<file path="src/design/lse_pkg.sv">
// shared types and constants for the leading space entab block
package lse_pkg;

    localparam int TDATA_W = 24;
    localparam int OUT_W   = 8;

    localparam logic       REQ_CHAR  = 1'b0;
    localparam logic       REQ_STOP  = 1'b1;
    localparam logic [7:0] CH_SPACE  = 8'd32;
    localparam logic [7:0] CH_TAB    = 8'd9;
    localparam logic [5:0] HELD_MAX  = 6'd63;
    localparam logic [6:0] RES_MAX   = 7'd64;
    localparam int         STOP_STEP = 4;

    typedef enum logic [1:0] {
        KIND_CHAR  = 2'd0,
        KIND_SPACE = 2'd1,
        KIND_WRITE = 2'd2
    } kind_t;

    typedef struct packed {
        kind_t      kind;
        logic [7:0] ch;
        logic       lend;
        logic [5:0] idx;
        logic [9:0] col;
    } item_t;

    typedef struct packed {
        logic in_leading;
        logic held_zero;
    } lse_stat_t;

endpackage

</file>
<file path="src/design/leading_space_entab.sv">
// top level of the leading space entab block
//
//  channel   dir  tdata                                      tuser      tlast
//  s_        in   char_code[7:0] stop_index[13:8]            req_type   line_end
//                 stop_column[23:14]
//  m_        out  out_char[7:0]                              -          last
//
// results leave through a one-result-per-cycle output register, and the tab-stop walk
// covers one stop per cycle; both pause while the output stalls. an item may first
// turn to the release of held spaces (a character after held spaces, or a line-ending
// space that is itself held). a two-entry queue lets input keep flowing while the
// output stalls. reset restores stops to every fourth column and starts a new line;
// no clearing pass is needed, so the block takes items right after reset.
module leading_space_entab #(
    parameter int NUM_STOPS = 64,
    parameter int COL_BITS  = 10
) (
    input  logic                        aclk,
    input  logic                        aresetn,
    input  logic                        s_tvalid,
    output logic                        s_tready,
    input  logic [lse_pkg::TDATA_W-1:0] s_tdata,  // char_code, stop_index, stop_column
    input  logic                        s_tlast,
    input  logic                        s_tuser,  // req_type
    output logic                        m_tvalid,
    input  logic                        m_tready,
    output logic [lse_pkg::OUT_W-1:0]   m_tdata,  // out_char
    output logic                        m_tlast
);
    import lse_pkg::*;

    logic      q_valid, q_pop;
    item_t     q_item;
    lse_stat_t stat;

    lse_front u_front (
        .aclk     (aclk),
        .aresetn  (aresetn),
        .s_tvalid (s_tvalid),
        .s_tready (s_tready),
        .s_tdata  (s_tdata),
        .s_tlast  (s_tlast),
        .s_tuser  (s_tuser),
        .q_valid  (q_valid),
        .q_item   (q_item),
        .q_pop    (q_pop)
    );

    lse_back #(
        .NUM_STOPS (NUM_STOPS),
        .COL_BITS  (COL_BITS)
    ) u_back (
        .aclk     (aclk),
        .aresetn  (aresetn),
        .q_valid  (q_valid),
        .q_item   (q_item),
        .q_pop    (q_pop),
        .m_tvalid (m_tvalid),
        .m_tready (m_tready),
        .m_tdata  (m_tdata),
        .m_tlast  (m_tlast),
        .stat     (stat)
    );

    a_pop_has_item: assert property (@(posedge aclk) disable iff (!aresetn)
        q_pop |-> q_valid)
        else $error("back end popped an empty queue");

    a_line_restart: assert property (@(posedge aclk) disable iff (!aresetn)
        (q_pop && (q_item.kind != KIND_WRITE) && q_item.lend) |=> stat.in_leading)
        else $error("line end did not restart the leading region");

    a_held_drained: assert property (@(posedge aclk) disable iff (!aresetn)
        !stat.in_leading |-> stat.held_zero)
        else $error("spaces still held after the leading region ended");

endmodule

</file>
<file path="src/design/lse_front.sv">
// input side: classifies each transfer and queues it for the back end
module lse_front (
    input  logic                      aclk,
    input  logic                      aresetn,
    input  logic                      s_tvalid,
    output logic                      s_tready,
    input  logic [lse_pkg::TDATA_W-1:0] s_tdata,
    input  logic                      s_tlast,
    input  logic                      s_tuser,
    output logic                      q_valid,
    output lse_pkg::item_t            q_item,
    input  logic                      q_pop
);
    import lse_pkg::*;

    localparam logic [1:0] QUEUE_DEPTH = 2'd2;

    item_t      q_reg [2];
    logic       wr_ptr_reg, wr_ptr_next;
    logic       rd_ptr_reg, rd_ptr_next;
    logic [1:0] cnt_reg, cnt_next;
    logic       push;
    item_t      in_item;

    always_comb begin
        in_item.ch   = s_tdata[7:0];
        in_item.idx  = s_tdata[13:8];
        in_item.col  = s_tdata[23:14];
        in_item.lend = s_tlast;
        if (s_tuser == REQ_STOP) begin
            in_item.kind = KIND_WRITE;
        end else if (s_tdata[7:0] == CH_SPACE) begin
            in_item.kind = KIND_SPACE;
        end else begin
            in_item.kind = KIND_CHAR;
        end
    end

    assign s_tready = (cnt_reg != QUEUE_DEPTH);
    assign push     = s_tvalid && s_tready;
    assign q_valid  = (cnt_reg != 2'd0);
    assign q_item   = q_reg[rd_ptr_reg];

    always_comb begin
        wr_ptr_next = push  ? ~wr_ptr_reg : wr_ptr_reg;
        rd_ptr_next = q_pop ? ~rd_ptr_reg : rd_ptr_reg;
        unique case ({push, q_pop})
            2'b10:   cnt_next = cnt_reg + 2'd1;
            2'b01:   cnt_next = cnt_reg - 2'd1;
            default: cnt_next = cnt_reg;
        endcase
    end

    always_ff @(posedge aclk) begin
        if (push) begin
            q_reg[wr_ptr_reg] <= in_item;
        end
    end

    always_ff @(posedge aclk) begin
        if (!aresetn) begin
            wr_ptr_reg <= 1'b0;
            rd_ptr_reg <= 1'b0;
            cnt_reg    <= 2'd0;
        end else begin
            wr_ptr_reg <= wr_ptr_next;
            rd_ptr_reg <= rd_ptr_next;
            cnt_reg    <= cnt_next;
        end
    end

endmodule

</file>
<file path="src/design/lse_back.sv">
// back end: stop table, line state, result sequencer and output register
module lse_back #(
    parameter int NUM_STOPS = 64,
    parameter int COL_BITS  = 10
) (
    input  logic                      aclk,
    input  logic                      aresetn,
    input  logic                      q_valid,
    input  lse_pkg::item_t            q_item,
    output logic                      q_pop,
    output logic                      m_tvalid,
    input  logic                      m_tready,
    output logic [lse_pkg::OUT_W-1:0] m_tdata,
    output logic                      m_tlast,
    output lse_pkg::lse_stat_t        stat
);
    import lse_pkg::*;

    localparam int AW  = (NUM_STOPS > 1) ? $clog2(NUM_STOPS) : 1;
    localparam int NSW = $clog2(NUM_STOPS + 1);
    localparam logic [COL_BITS-1:0] COL_MAX = '1;

    typedef enum logic [3:0] {
        ST_IDLE = 4'b0001,
        ST_TABS = 4'b0010,
        ST_REL  = 4'b0100,
        ST_CHAR = 4'b1000
    } state_t;

    function automatic logic [COL_BITS-1:0] reset_col(input logic [AW-1:0] a);
        logic [31:0] v;
        v = (32'(a) + 32'd1) * 32'(STOP_STEP);
        if (v > 32'(COL_MAX)) begin
            return COL_MAX;
        end
        return COL_BITS'(v);
    endfunction

    logic [COL_BITS-1:0] mem [NUM_STOPS];
    logic [NUM_STOPS-1:0] valid_reg;
    logic [COL_BITS-1:0] rd0_reg, rd1_reg;

    state_t              state_reg, state_next;
    logic                lead_reg, lead_next;
    logic [COL_BITS-1:0] cnt_reg, cnt_next;
    logic [NSW-1:0]      ns_reg, ns_next;
    logic [5:0]          held_reg, held_next;
    logic [6:0]          n_reg, n_next;

    logic                m_tvalid_reg;
    logic [OUT_W-1:0]    m_tdata_reg;
    logic                m_tlast_reg;

    logic                out_free, emit, e_last;
    logic [OUT_W-1:0]    e_char;
    logic                wr_en, wr_ok;
    logic [AW-1:0]       wr_addr, rd_a0, rd_a1;
    logic [COL_BITS-1:0] wr_col, cnt_inc, cmp_cnt;
    logic [NSW:0]        ns_p1, nsn_p1;
    logic                ns_in, ns1_in, hit0, hit1, lead_space;
    logic [8:0]          idx_ext;

    assign out_free = !m_tvalid_reg || m_tready;
    assign idx_ext  = 9'(q_item.idx);
    assign wr_ok    = idx_ext < 9'(NUM_STOPS);
    assign wr_addr  = AW'(q_item.idx);
    assign wr_col   = COL_BITS'(q_item.col);
    assign cnt_inc  = (cnt_reg < COL_MAX) ? cnt_reg + 1'b1 : cnt_reg;
    assign cmp_cnt  = (state_reg == ST_IDLE) ? cnt_inc : cnt_reg;
    assign ns_p1    = {1'b0, ns_reg} + 1'b1;
    assign ns_in    = ns_reg < NSW'(NUM_STOPS);
    assign ns1_in   = ns_p1 < (NSW + 1)'(NUM_STOPS);
    assign hit0     = rd0_reg <= cmp_cnt;
    assign hit1     = ns1_in && (rd1_reg <= cmp_cnt);
    assign lead_space = lead_reg && (q_item.kind == KIND_SPACE);

    always_comb begin
        state_next = state_reg;
        lead_next  = lead_reg;
        cnt_next   = cnt_reg;
        ns_next    = ns_reg;
        held_next  = held_reg;
        n_next     = n_reg;
        emit       = 1'b0;
        e_char     = CH_SPACE;
        e_last     = 1'b0;
        q_pop      = 1'b0;
        wr_en      = 1'b0;

        unique case (state_reg)
            ST_IDLE: begin
                if (q_valid) begin
                    priority if (q_item.kind == KIND_WRITE) begin
                        wr_en = wr_ok;
                        q_pop = 1'b1;
                    end else if (lead_space) begin
                        cnt_next = cnt_inc;
                        if (!ns_in) begin
                            // past the last stop: spaces go straight out
                            emit   = 1'b1;
                            e_last = 1'b1;
                            q_pop  = 1'b1;
                        end else if (held_reg < HELD_MAX) begin
                            if (hit0) begin
                                emit      = 1'b1;
                                e_char    = CH_TAB;
                                ns_next   = NSW'(ns_p1);
                                held_next = '0;
                                n_next    = 7'd1;
                                if (hit1) begin
                                    state_next = ST_TABS;
                                end else begin
                                    e_last = 1'b1;
                                    q_pop  = 1'b1;
                                end
                            end else begin
                                held_next = held_reg + 1'b1;
                                if (q_item.lend) begin
                                    state_next = ST_REL;
                                end else begin
                                    q_pop = 1'b1;
                                end
                            end
                        end else begin
                            // holding is full, this space goes out now
                            emit   = 1'b1;
                            n_next = 7'd1;
                            if (hit0) begin
                                state_next = ST_TABS;
                            end else if (q_item.lend) begin
                                state_next = ST_REL;
                            end else begin
                                e_last = 1'b1;
                                q_pop  = 1'b1;
                            end
                        end
                    end else if (lead_reg && (held_reg != '0)) begin
                        state_next = ST_REL;
                    end else begin
                        emit      = 1'b1;
                        e_char    = q_item.ch;
                        e_last    = 1'b1;
                        lead_next = 1'b0;
                        q_pop     = 1'b1;
                    end
                end
            end
            ST_TABS: begin
                emit      = 1'b1;
                e_char    = CH_TAB;
                ns_next   = NSW'(ns_p1);
                held_next = '0;
                n_next    = n_reg + 1'b1;
                if (!(hit1 && (7'(n_reg + 1'b1) < RES_MAX))) begin
                    e_last     = 1'b1;
                    q_pop      = 1'b1;
                    state_next = ST_IDLE;
                end
            end
            ST_REL: begin
                emit      = 1'b1;
                held_next = held_reg - 1'b1;
                n_next    = n_reg + 1'b1;
                if (held_reg == 6'd1) begin
                    if (q_item.kind == KIND_CHAR) begin
                        state_next = ST_CHAR;
                    end else begin
                        e_last     = 1'b1;
                        q_pop      = 1'b1;
                        state_next = ST_IDLE;
                    end
                end
            end
            ST_CHAR: begin
                emit       = 1'b1;
                e_char     = q_item.ch;
                e_last     = 1'b1;
                lead_next  = 1'b0;
                q_pop      = 1'b1;
                state_next = ST_IDLE;
            end
            default: begin
                state_next = ST_IDLE;
            end
        endcase

        // end of line restarts the leading region
        if (q_pop && (q_item.kind != KIND_WRITE) && q_item.lend) begin
            lead_next = 1'b1;
            cnt_next  = '0;
            ns_next   = '0;
            held_next = '0;
        end
        if (q_pop) begin
            n_next = '0;
        end

        // output slot busy: hold everything this cycle
        if (emit && !out_free) begin
            state_next = state_reg;
            lead_next  = lead_reg;
            cnt_next   = cnt_reg;
            ns_next    = ns_reg;
            held_next  = held_reg;
            n_next     = n_reg;
            emit       = 1'b0;
            q_pop      = 1'b0;
            wr_en      = 1'b0;
        end
    end

    // prefetch the stop at the next pointer and the one after it
    assign nsn_p1 = {1'b0, ns_next} + 1'b1;
    assign rd_a0  = (ns_next < NSW'(NUM_STOPS)) ? AW'(ns_next) : '0;
    assign rd_a1  = (nsn_p1 < (NSW + 1)'(NUM_STOPS)) ? AW'(nsn_p1) : '0;

    always_ff @(posedge aclk) begin
        if (wr_en) begin
            mem[wr_addr] <= wr_col;
        end
        if (wr_en && (wr_addr == rd_a0)) begin
            rd0_reg <= wr_col;
        end else if (valid_reg[rd_a0]) begin
            rd0_reg <= mem[rd_a0];
        end else begin
            rd0_reg <= reset_col(rd_a0);
        end
        if (wr_en && (wr_addr == rd_a1)) begin
            rd1_reg <= wr_col;
        end else if (valid_reg[rd_a1]) begin
            rd1_reg <= mem[rd_a1];
        end else begin
            rd1_reg <= reset_col(rd_a1);
        end
    end

    always_ff @(posedge aclk) begin
        if (!aresetn) begin
            valid_reg <= '0;
        end else if (wr_en) begin
            valid_reg[wr_addr] <= 1'b1;
        end
    end

    always_ff @(posedge aclk) begin
        if (!aresetn) begin
            state_reg    <= ST_IDLE;
            lead_reg     <= 1'b1;
            cnt_reg      <= '0;
            ns_reg       <= '0;
            held_reg     <= '0;
            n_reg        <= '0;
            m_tvalid_reg <= 1'b0;
        end else begin
            state_reg <= state_next;
            lead_reg  <= lead_next;
            cnt_reg   <= cnt_next;
            ns_reg    <= ns_next;
            held_reg  <= held_next;
            n_reg     <= n_next;
            if (emit) begin
                m_tvalid_reg <= 1'b1;
            end else if (m_tready) begin
                m_tvalid_reg <= 1'b0;
            end
        end
    end

    always_ff @(posedge aclk) begin
        if (emit) begin
            m_tdata_reg <= e_char;
            m_tlast_reg <= e_last;
        end
    end

    assign m_tvalid       = m_tvalid_reg;
    assign m_tdata        = m_tdata_reg;
    assign m_tlast        = m_tlast_reg;
    assign stat.in_leading = lead_reg;
    assign stat.held_zero  = (held_reg == '0);

endmodule
</file>
<file path="config.mk">
export PLATFORM = sky130hd
export DESIGN_NAME = leading_space_entab
export DESIGN_NICKNAME = d
export VERILOG_FILES = /design/src/design/lse_pkg.sv /design/src/design/leading_space_entab.sv /design/src/design/lse_front.sv /design/src/design/lse_back.sv
export SDC_FILE = /design/constraint.sdc
export NUM_CORES = 2
export LEC_CHECK = 0
export BUFFER_PORTS_ARGS = -buffer_cell sky130_fd_sc_hd__buf_2
export CORE_MARGIN = 2
export CORE_UTILIZATION = 25
export DETAILED_ROUTE_END_ITERATION = 6
export PLACE_DENSITY_LB_ADDON = 0.2
export RECOVER_POWER = 25
export SYNTH_ARGS = -nofsm -noshare
export SYNTH_HDL_FRONTEND = slang
export SYNTH_SLANG_ARGS = --single-unit
export TNS_END_PERCENT = 100
</file>
<file path="constraint.sdc">
create_clock -name aclk -period 15.5 [get_ports aclk]
set_clock_uncertainty 0.05 [all_clocks]
set_input_delay 1.55 -clock aclk [delete_from_list [all_inputs] [get_ports aclk]]
set_output_delay 1.55 -clock aclk [all_outputs]
set_load 0.05 [all_outputs]
</file>
Word level (Yosys, flattened, before mapping)
Memory sizes are Yosys's and may differ from the RTL's. A register that Yosys moved wholly into a read port is not among the register bits.
Index checks and enable logic that the tools add are counted.
- reduce and logical (&&, ||, !) cells: 32
- add/subtract/negate cells: 10
- eq/ne operators: 34
- bitwise operators: 4
- muxes and demuxes: 127
- magnitude comparators: 16
- operators with widths (cell ; number):
    $mux W10 ; 15
    $mux W7 ; 15
    $gt A32 B10 Y1 const B ; 2
    $or A64 B64 Y64 ; 1
    $mux W6 ; 10
    $mux W1 ; 54
    $mux W4 ; 13
    $mux W8 ; 6
    $lt A6 B7 Y1 const B ; 4
    $pmux W7 S2 ; 2
    $pmux W8 S3 ; 1
    $lt A7 B7 Y1 const B ; 3
    $ne A3 B3 Y1 const B ; 7
    $le A10 B10 Y1 ; 2
    $ne A3 B2 Y1 const B ; 6
    $pmux W6 S3 ; 1
    $add A7 B1 Y8 const B ; 2
    $lt A8 B7 Y1 const B ; 2
    $add A6 B1 Y7 const B ; 2
    $reduce_and A7 Y1 ; 2
    $bmux W1 S6 ; 2
    $eq A6 B6 Y1 ; 2
    $ne A2 B2 Y1 const B ; 6
    $pmux W4 S3 ; 1
    other kinds (39) ; 62
- register bits: 133
- bits of input ports: 30
- logic and storage cells: 240
- output and inout port bits: 11
- memory bits (writable): 694
- memories kept: 2
- memory list (name ; depth ; bits a word ; rd ports ; clocked after memory_dff ; write ports ; line ; text):
    u_back.mem ; 64 ; 10 ; 2 ; 0 ; 1 ; lse_back.sv:39 ; logic [COL_BITS-1:0] mem [NUM_STOPS];
    u_front.q_reg ; 2 ; 27 ; 1 ; 1 ; 1 ; lse_front.sv:18 ; item_t q_reg [2];

Logic depth before layout (Yosys ltp)
- depth after elaboration: 28
- depth in mapped cells: 42
- mapped depth without buffers: 30

Hierarchy
From an unflattened synthesis, not the netlist that was laid out.
- cell total of the unflattened synthesis: 3841
- area, all modules: 41656.2 µm²
- by module, submodules not included (module ; cells an instance ; seq. area each (µm²) ; area each (µm²) ; times used):
    lse_back ; 3730 ; 21891.0 ; 39460.3 ; 1
    lse_front ; 111 ; 1721.7 ; 2195.9 ; 1

Least setup slack after synthesis
No wires, ideal clock.
- kind: register to register
- from: reg u_back.cnt_reg[0]
- to: reg u_back.rd1_reg[6]
- data arrival time: 8.139 ns
- data required time: 15.334 ns
- setup time: 0.116 ns
- stages on the path, launching flop included: 42
- buffers on the path: 12
- setup slack: 7.195 ns
- clock period less this slack: 8.305 ns
- cell sequence: dfxtp_1 > ha_1 > and3_1 > clkbuf_1 > and3_1 > clkbuf_1 > a21oi_1 > nand4_1 > o21ai_0 > ha_1 > nand4_1 > nor2_1 > a311o_1 > mux2i_1 > o21ai_0 > a31oi_1 > buf_2 > a211o_1 > (+6 left out) > clkbuf_1 > ha_1 > buf_1 > nand2b_1 > mux2i_1 > nand4_1 > nand3b_1 > o22a_1 > inv_1 > buf_2 > clkbuf_1 > clkbuf_1 > ha_1 > nand2_1 > nor2_1 > xnor2_1 > nand2b_1 > a31o_2
- longest elaborated chain between the ends: 28
- elaborated cells between the ends (all ways): 54
- classes of those cells: 3 x add/sub; 5 x order compare; 1 x eq/ne; 38 x mux; 6 x reduce/logical; 1 x memory
- ends and longest elaborated chain (element ; line ; text):
    start: declaration ; lse_back.sv:45 ; logic [COL_BITS-1:0] cnt_reg, cnt_next;
    start signal: assignment ; lse_back.sv:257 ; cnt_reg <= cnt_next;
    $add A10 B1 Y10 or $lt A10 B10 Y1 (tied branches) ; lse_back.sv:68 ; assign cnt_inc = (cnt_reg < COL_MAX) ? cnt_reg + 1'b1 : cnt_reg;
    $mux W10 ; lse_back.sv:68 ;
    $mux W10 (*) ; lse_back.sv:69 ; assign cmp_cnt = (state_reg == ST_IDLE) ? cnt_inc : cnt_reg;
    $le A10 B10 Y1 ; lse_back.sv:74 ; assign hit1 = ns1_in && (rd1_reg <= cmp_cnt);
    $logic_and A1 B1 Y1 ; lse_back.sv:74 ;
    $mux W1 ; lse_back.sv:110 ; if (hit1) begin
    $mux W1 ; lse_back.sv:104 ; if (hit0) begin
    $mux W1 ; lse_back.sv:103 ; end else if (held_reg < HELD_MAX) begin
    (+9 left out) ; - ;
    named net u_back.ns_next[0] ; lse_back.sv:46 ; logic [NSW-1:0] ns_reg, ns_next;
    (+3 left out) ; - ;
    $add A6 B1 Y7 ; lse_back.sv:32 ; v = (32'(a) + 32'd1) * 32'(STOP_STEP);
    $gt A32 B10 Y1 ; lse_back.sv:33 ; if (v > 32'(COL_MAX)) begin
    $mux W1 ; lse_back.sv:33 ;
    $mux W1 ; lse_back.sv:230 ; end else if (valid_reg[rd_a1]) begin
    $mux W1 ; lse_back.sv:228 ; if (wr_en && (wr_addr == rd_a1)) begin
    $mux W10 ; lse_back.sv:36 ; return COL_BITS'(v);
    $mux W10 ; lse_back.sv:230 ;
    $mux W10 (*) ; lse_back.sv:228 ;
    end signal: assignment ; lse_back.sv:229 ; rd1_reg <= wr_col;
    end signal: assignment ; lse_back.sv:231 ; rd1_reg <= mem[rd_a1];
    end signal: assignment ; lse_back.sv:233 ; rd1_reg <= reset_col(rd_a1);
    end: declaration ; lse_back.sv:41 ; logic [COL_BITS-1:0] rd0_reg, rd1_reg;
Mark *: on every way through the listed nets, which the timed path passes. The rest lies on a longest branch. The select of a mux whose other input is x is not followed.
A chain may end at the register's enable or synchronous reset.

Worst setup path in the final report
- from: reg u_back.state_reg[3]
- to: reg u_back.rd1_reg[8]
- longest elaborated chain between the ends: 27
- elaborated cells between the ends (all ways): 57
- classes of those cells: 2 x add/sub; 4 x order compare; 5 x eq/ne; 38 x mux; 7 x reduce/logical; 1 x memory
- ends and longest elaborated chain (element ; line ; text):
    start: declaration ; lse_back.sv:43 ; state_t state_reg, state_next;
    start signal: assignment ; lse_back.sv:255 ; state_reg <= state_next;
    $eq A4 B1 Y1 ; lse_back.sv:69, lse_back.sv:90 ;
    $mux W10 ; lse_back.sv:69 ;
    $le A10 B10 Y1 ; lse_back.sv:74 ;
    $logic_and A1 B1 Y1 ; lse_back.sv:74 ;
    $mux W1 ; lse_back.sv:110 ;
    $mux W1 ; lse_back.sv:104 ;
    $mux W1 ; lse_back.sv:103 ;
    $mux W1 ; lse_back.sv:98 ; if (!ns_in) begin
    (+11 left out) ; - ;
    $add A6 B1 Y7 ; lse_back.sv:32 ;
    $gt A32 B10 Y1 ; lse_back.sv:33 ;
    $mux W1 ; lse_back.sv:33 ;
    $mux W1 ; lse_back.sv:230 ;
    $mux W1 ; lse_back.sv:228 ;
    $mux W10 ; lse_back.sv:36 ;
    $mux W10 ; lse_back.sv:230 ;
    $mux W10 (*) ; lse_back.sv:228 ;
Mark *: on every way between the ends. The rest lies on a longest branch, timed or not. The select of a mux whose other input is x is not followed.

==> results.sh <==
export IMPL_status="finished with violations"
export IMPL_violations="max-capacitance violations, max-slew violations"
export IMPL_cts_sinks=828
export IMPL_grt_pass1_vias=31600
export IMPL_drtPass1Iterations=6
export IMPL_root_buffer="clkbuf_16"
export IMPL_rsz0062_at_grt="false"
export IMPL_multi_input_area_sq_um=16900
export IMPL_rows=149
export IMPL_irDropWorstVdd_v=0.0000758
export IMPL_setup_tns_ns=0
export IMPL_synth_cells=3849
export IMPL_yosys_top_cells_area="edfxtp_1, nand2_1, mux2i_1, dfxtp_1, nand3_1"
export IMPL_layout_area_seq_sq_um=23600
export IMPL_end_kind="register"
export IMPL_power_mw=5.62
export IMPL_yosysSeqAreaShare=0.567
export IMPL_die_area_sq_um=170000
export IMPL_setup_viol=0
export IMPL_synth_area_per_cell_sq_um=10.8
export IMPL_synth_area_sq_um=41600
export IMPL_synth_seq_cells=828
export IMPL_path_buf_inv=3
export IMPL_die_w_um=412
export IMPL_drtIter0Drc=3745
export IMPL_initial_utilization=0.252
export IMPL_grt_antenna_before_repair=4
export IMPL_clock_path_buffers=3
export IMPL_synth_most_common_cell="nand2_1"
export IMPL_post_route_period_util=0.734
export IMPL_async_flop_share=0
export IMPL_cts_setup_buffers=0
export IMPL_yosysUniqueCellTypes=93
export IMPL_crit_arrival_ns=11.93
export IMPL_postPlaceCellArea_sq_um=44400
export IMPL_ys_warn_count=0
export IMPL_crit_fanout=144
export IMPL_drc=0
export IMPL_synth_largest_area_cell="edfxtp_1"
export IMPL_nFillCells=17100
export IMPL_final_nets=3861
export IMPL_drive_gt1_frac=0.102
export IMPL_routed_wl_mm=166
export IMPL_grt_max_degree=145
export IMPL_largest_register_ffs=640
export IMPL_cellLeakagePower_nw=15.8
export IMPL_routed_via_density=5.47
export IMPL_overflow=0
export IMPL_grt_first_pass_wirelength_mm=236
export IMPL_start_kind="register"
export IMPL_detail_route_wl_per_cell_um=27.4
export IMPL_h_tree_depth=3
export IMPL_period_needed_ns=11.37
export IMPL_cpLargestDelayFamily="compound AO/OA/AOI/OAI gates"
export IMPL_cts_resized=0
export IMPL_ys_flop_type="edfxtp_1"
export IMPL_fmax_mhz=87.9
export IMPL_slew_headroom=-1.81
export IMPL_worst_pin_slew_ns=4.22
export IMPL_antenna_left=0
export IMPL_drv_slew=467
export IMPL_power_density_nw_per_um2=118
export IMPL_port_buffers=40
export IMPL_fp_coreArea_sq_um=165000
export IMPL_slowest_stage="a311oi_1"
export IMPL_num_vias=33200
export IMPL_synth_top_cell_area_share=0.507
export IMPL_synthTopCellsByCount="nand2_1, edfxtp_1, nand3_1"
export IMPL_place_ws_ns=4.25
export IMPL_min_path_type="reg -> reg"
export IMPL_synth_edff_count=703
export IMPL_cts_buffers=97
export IMPL_report_final_hold_viol_count=0
export IMPL_cts_hold_buf=0
export IMPL_synth_nets=3907
export IMPL_grt_use_total=0.190
export IMPL_path_class="reg -> reg"
export IMPL_insertion_delay_ns=0.71
export IMPL_clk_pin_slew_worst_paths_ns=0.07
export IMPL_required_ns=16.05
export IMPL_synthToLayoutAreaGrowth_pct=14.2
export IMPL_ios=41
export IMPL_post_route_cell_area_sq_um=47500
export IMPL_final_util=0.288
export IMPL_setup_ws_ns=4.13
export IMPL_die_h_um=412
export IMPL_drv_cap=8
export IMPL_cpPeakStageDelay_ns=0.89
export IMPL_hpwl_mm=104
export IMPL_cts_tree="built"
export IMPL_gp_congestion=0.893
==> area by class of cell <==
cell class	instances	area share
Antenna cell	3	0.000158
Timing Repair Buffer	148	0.0211
Inverter	35	0.00308
Clock buffer	129	0.0566
Multi-Input combinational cell	2693	0.355
Sequential cell	828	0.497
Clock inverter	52	0.00953
Tap cell	2189	0.0576
==> per-stage QoR <==
| step | hold slack (ns) | cells |
|---|---|---|
| floorplan | 0.391 | 3849 |
| global placement | 0.405 | 5893 |
| detailed placement | 0.409 | 5893 |
| CTS | 0.423 | 6074 |
| global route | 0.427 | 6074 |
| finish | 0.426 | 6077 |
==> kinds of logic (layout without fill, tap and decap cells) <==
family | Yosys count | after routing | synth area share
XOR/XNOR | 36 | 36 | 0.00775
multiplexers | 284 | 284 | 0.0693
flip-flops | 828 | 828 | 0.567
AO/OA/AOI/OAI | 907 | 907 | 0.160
adder cells (fa/ha/maj) | 28 | 28 | 0.00842
other | 0 | 3 | 0
AND/OR/NAND/NOR | 1438 | 1438 | 0.155
buffers and inverters | 328 | 364 | 0.0329
==> path summary, 6_finish.rpt <==
| kind | startpoint | endpoint | slack, ns | depth (start not counted) |
|---|---|---|---|---|
| worst max-delay path | u_back.state_reg[3] | u_back.rd1_reg[8] | 4.13 | 27 |
| worst min-delay path | u_back.valid_reg[1] | u_back.valid_reg[1] | 0.43 | 1 |
| worst max register to register | u_back.state_reg[3] | u_back.rd1_reg[8] | 4.13 | 27 |
| worst min register to register | u_back.valid_reg[1] | u_back.valid_reg[1] | 0.43 | 1 |
==> placed cells by master (no fill, tap or decap), drive strengths merged, types with 17 or more instances in the layout <==
| cell type | n |
|---|---|
| a32oi | 17 |
| nor4 | 17 |
| a211oi | 29 |
| buf | 117 |
| nand3 | 328 |
| a221oi | 79 |
| nor2 | 150 |
| edfxtp | 703 |
| and3 | 42 |
| nor2b | 22 |
| a31oi | 51 |
| a21oi | 157 |
| nand2 | 739 |
| o21a | 79 |
| a31o | 18 |
| clkbuf | 160 |
| a311oi | 20 |
| mux2 | 30 |
| mux2i | 254 |
| xnor2 | 28 |
| clkinv | 48 |
| o221ai | 103 |
| ha | 28 |
| dfxtp | 125 |
| nand4 | 24 |
| o22ai | 40 |
| o21ai | 97 |
| o211ai | 37 |
| a221o | 19 |
| inv | 31 |
| a22oi | 44 |
| nor3 | 43 |
==> layer usage <==
metal,vias to the layer above,GRT usage,routed length [um]
li1,14700,-,-
met1,16900,0.265,73900
met2,1400,0.302,76200
met3,271,0.0262,10600
met4,0,0.0632,5750
met5,-,0,0
==> power by group <==
group	leakage (nW)	switching (mW)	total [mW]	internal, mW
Sequential	7.35	0.0260	2.64	2.61
Clock	1.53	0.973	2.29	1.32
Combinational	6.87	0.541	0.688	0.146
Total	15.8	1.54	5.62	4.08
No activity file was read; power rests on OpenSTA's default activity.
